$ cat config.mk
export PLATFORM = sky130hd
export DESIGN_NAME = rbp_ram
export DESIGN_NICKNAME = d
export VERILOG_FILES = /design/src/hw/rtl/rbp_ram.sv
export SDC_FILE = /design/constraint.sdc
export NUM_CORES = 2
export LEC_CHECK = 0
export ABC_AREA = 1
export BUFFER_PORTS_ARGS = -buffer_cell sky130_fd_sc_hd__buf_2
export CAP_MARGIN = 30
export CORE_MARGIN = 5
export CORE_UTILIZATION = 54
export CTS_CLUSTER_SIZE = 14
export DETAILED_ROUTE_END_ITERATION = 6
export PLACE_DENSITY = 0.73
export SYNTH_ARGS = -nofsm -noshare
export SYNTH_HDL_FRONTEND = slang
export SYNTH_SLANG_ARGS = --single-unit
export TNS_END_PERCENT = 5
$ cat constraint.sdc
create_clock -name i_clk -period 2.2 [get_ports i_clk]
set_input_delay 0.11 -clock i_clk [delete_from_list [all_inputs] [get_ports i_clk]]
set_output_delay 0.11 -clock i_clk [all_outputs]
set_load 0.005 [all_outputs]
$ cat src/hw/rtl/rbp_ram.sv
// Generic single-write, single-read synchronous RAM with registered read.
module rbp_ram #(
    parameter int WIDTH = 8,
    parameter int DEPTH = 256
) (
    input  logic                     i_clk,
    input  logic                     i_we,
    input  logic [$clog2(DEPTH)-1:0] i_waddr,
    input  logic [WIDTH-1:0]         i_wdata,
    input  logic [$clog2(DEPTH)-1:0] i_raddr,
    output logic [WIDTH-1:0]         o_rdata
);
    logic [WIDTH-1:0] r_mem [DEPTH];
    logic [WIDTH-1:0] r_rdata;

    always_ff @(posedge i_clk) begin
        if (i_we) begin
            r_mem[i_waddr] <= i_wdata;
        end
        r_rdata <= r_mem[i_raddr];
    end

    assign o_rdata = r_rdata;
endmodule

==> flow_summary.yaml <==
setup_path:
  cp-start-kind: "flop"
  crit_fanout: 1
  required_ns: 2.91
  cp.arrival_ns: 2.69
  crit_path_end_kind: "flop"
  worstSetupPathType: "flop to flop"
global_routing:
  grt_pass1_wl_um: 346100
  top_usage_layer: "met2"
  grt_antenna_before_repair: 9
  first_global_vias: 55800
  met2_usage_pct: 43.73
  grt_usage_pct: 28.08
  grt_max_degree: 98
  gr-usage-met3_pct: 6.416
  overflow: 0
  grt_util_met1_pct: 38.67
sta:
  skew_ns: 0.03252
  setup_viol: 0
  max_freq_mhz: 506.0
  worst_pin_slew_ns: 0.8177
  slew_violations: 0
  relSlewSlack_pct: 45.36
  post-route-period-util_pct: 89.83
  rsz0062_at_grt: "false"
  hold_viol_final: 0
  layout_min_cycle_time_ns: 1.976
outcome:
  status: "complete, but fails checks"
  failed_checks: "DRC"
layout:
  n_fill_cell: 11260
  fin_util_pct: 62.41
  synthToLayoutAreaGrowth_pct: 15.15
  layout.nets: 7419
  stdcell_area_mm2: 0.09603
  drive_gt1_share_pct: 12.25
detailed_routing:
  drc_errors: 7
  wl_per_cell_um: 24.02
  postRouteAntennaNets: 0
  drt_pre_antenna_iters: 7
  drt_iter0_markers: 8693
  viasPerCell: 6.043
  num_vias: 58030
  routed_wl_um: 230700
worst_hold_path:
  hold_path_class: "input pin to flop"
placed_design:
  portBuffers: 33
  gp_congestion: 0.9137
  dp_hpwl_um: 144100
  placed_area_mm2: 0.08992
die:
  core_mm2: 0.1539
  io_pins: 34
  fp.dieW_um: 403.0
  dieArea_mm2: 0.1624
  die_h_um: 403.0
  initial_core_util_pct: 54.20
  rows: 144
clock_network:
  clk_pin_slew_ns: 0.06
  cts.sinks: 2056
  cts_tree: "built"
  root_buffer: "clkbuf_16"
  clockBufferDepth: 3
  cts_buffers: 192
  clk_latency_ns: 0.83
  post_cts_buffers: 0
  h-tree-depth: 4
synthesis:
  synth_nets: 7029
  synth_area_mm2: 0.08340
  yosysWarnings: 0
  synthArstFlopShare_pct: 0
  synthCells: 7003
  yosys.area.top_type: "edfxtp_1"
  syn_area_per_cell_um2: 11.91
  netlist_top_cells_area: "edfxtp_1, nand3_1, nand2_1"
  synth_flop_cell: "edfxtp_1"
  seq_area_frac_synth_pct: 73.94
  synth-seq-cells: 2056
  synth_top_area_share_pct: 73.74
  ys_types: 14
  yosysMostFrequentCell: "nand2_1"
  synth_common_cells: "nand2_1, edfxtp_1, nand3_1, nor2_1, buf_2"
  synth_enable_flop_cells: 2048
power_and_ir_drop:
  total_power_uw: 80750
  power_leakage_uw: 0.03440
  cellPowerDensity_mw_per_mm2: 840.9
  ir_worst_vdd_v: 0.0006524
flow_run:
  max-cap-violations: 0
-- layout by cell type, fill, tap and decap left out, types with 10 or more instances in the layout --
cell type	count
inv_1	34
clkinv_2	31
clkbuf_1	51
nor2_1	283
clkbuf_16	198
nand3_1	2019
dlygate4sd3_1	10
nand2_1	2123
clkinv_1	51
buf_8	11
buf_4	530
buf_2	21
buf_12	107
edfxtp_1	2048
bufinv_16	13
-- sequential cells by signal (all words and copies together), names as in the netlist --
signal   flops
o_rdata      8
r_mem     2048
-- layout make-up --
cell class | count | area [um2] | area share, %
flip-flops and latches | 2056 | 61660 | 64.21
multi-input cells | 4425 | 19140 | 19.93
repair buffers | 679 | 6491 | 6.760
clock buffers | 251 | 5174 | 5.388
well taps | 2044 | 2557 | 2.663
clock inverters | 102 | 813.3 | 0.8469
inverters | 39 | 180.2 | 0.1876
diodes | 7 | 17.52 | 0.01824
-- critical path: stages, from the launching register on --
cell,delay (ns)
edfxtp_1,0.37
nand2_1,0.08
nand3_1,0.13
nand3_1,0.12
nand3_1,0.11
nand3_1,0.18
nand3_1,0.15
nand3_1,0.27
nand2_1,0.19
nand2_1,0.19
nand2_1,0.08
-- per-stage QoR --
stage | setup TNS, ns | hold WS (ns) | cells | worst slack [ns]
after floorplan | 0 | 0.2089 | 7003 | 0.5985
after CTS | 0 | 0.04209 | 9596 | 0.2880
after global placement | -1.201 | 0.5301 | 9233 | -0.2807
after detailed placement | -1.338 | 0.5408 | 9233 | -0.3081
final | 0 | 0.1064 | 9603 | 0.2238
after global routing | 0 | 0.1256 | 9596 | 0.2042
-- report_power, final --
| group | internal (uW) | total (uW) | switching (uW) | leakage [uW] |
|---|---|---|---|---|
| sequential | 43200 | 43200 | 64.7 | 0.0185 |
| clock | 18000 | 32100 | 14000 | 0.00293 |
| combinational | 1610 | 5480 | 3860 | 0.0130 |
| total | 62800 | 80800 | 18000 | 0.0344 |
-- routing by layer --
layer / vias to the layer above / share of wire, % / routed length, um
met1: 28010 / 37 / 85230
met2: 3792 / 47 / 107300
met3: 568 / 12 / 28230
met5: - / 0.025 / 57
li1: 25650 / - / -
met4: 10 / 4.3 / 9871
-- cell families (layout without fill, tap and decap cells) --
logic type	Yosys count	in the layout	share of synthesized area, %
simple gates	4425	4425	22.95
flops	2056	2056	73.94
buf+inv	522	1071	3.119
other cells	0	7	0
-- path summary, 6_finish.rpt --
kind,startpoint,slack (ns),cells past startpoint,endpoint
worst min register to register,r_mem[212][7],0.98,10,o_rdata[7]
worst min-delay path,i_waddr[6],0.11,5,r_mem[55][2]
worst max register to register,r_mem[199][1],0.22,10,o_rdata[1]
worst max-delay path,r_mem[199][1],0.22,10,o_rdata[1]
-- repair_timing --
action,4_1_cts,5_1_grt
gates resized for setup,0,0
endpoints found under the hold margin,1276,0
endpoints found under the setup margin,0,0
hold buffers,10,0
Power figures use the tool's default switching activity.
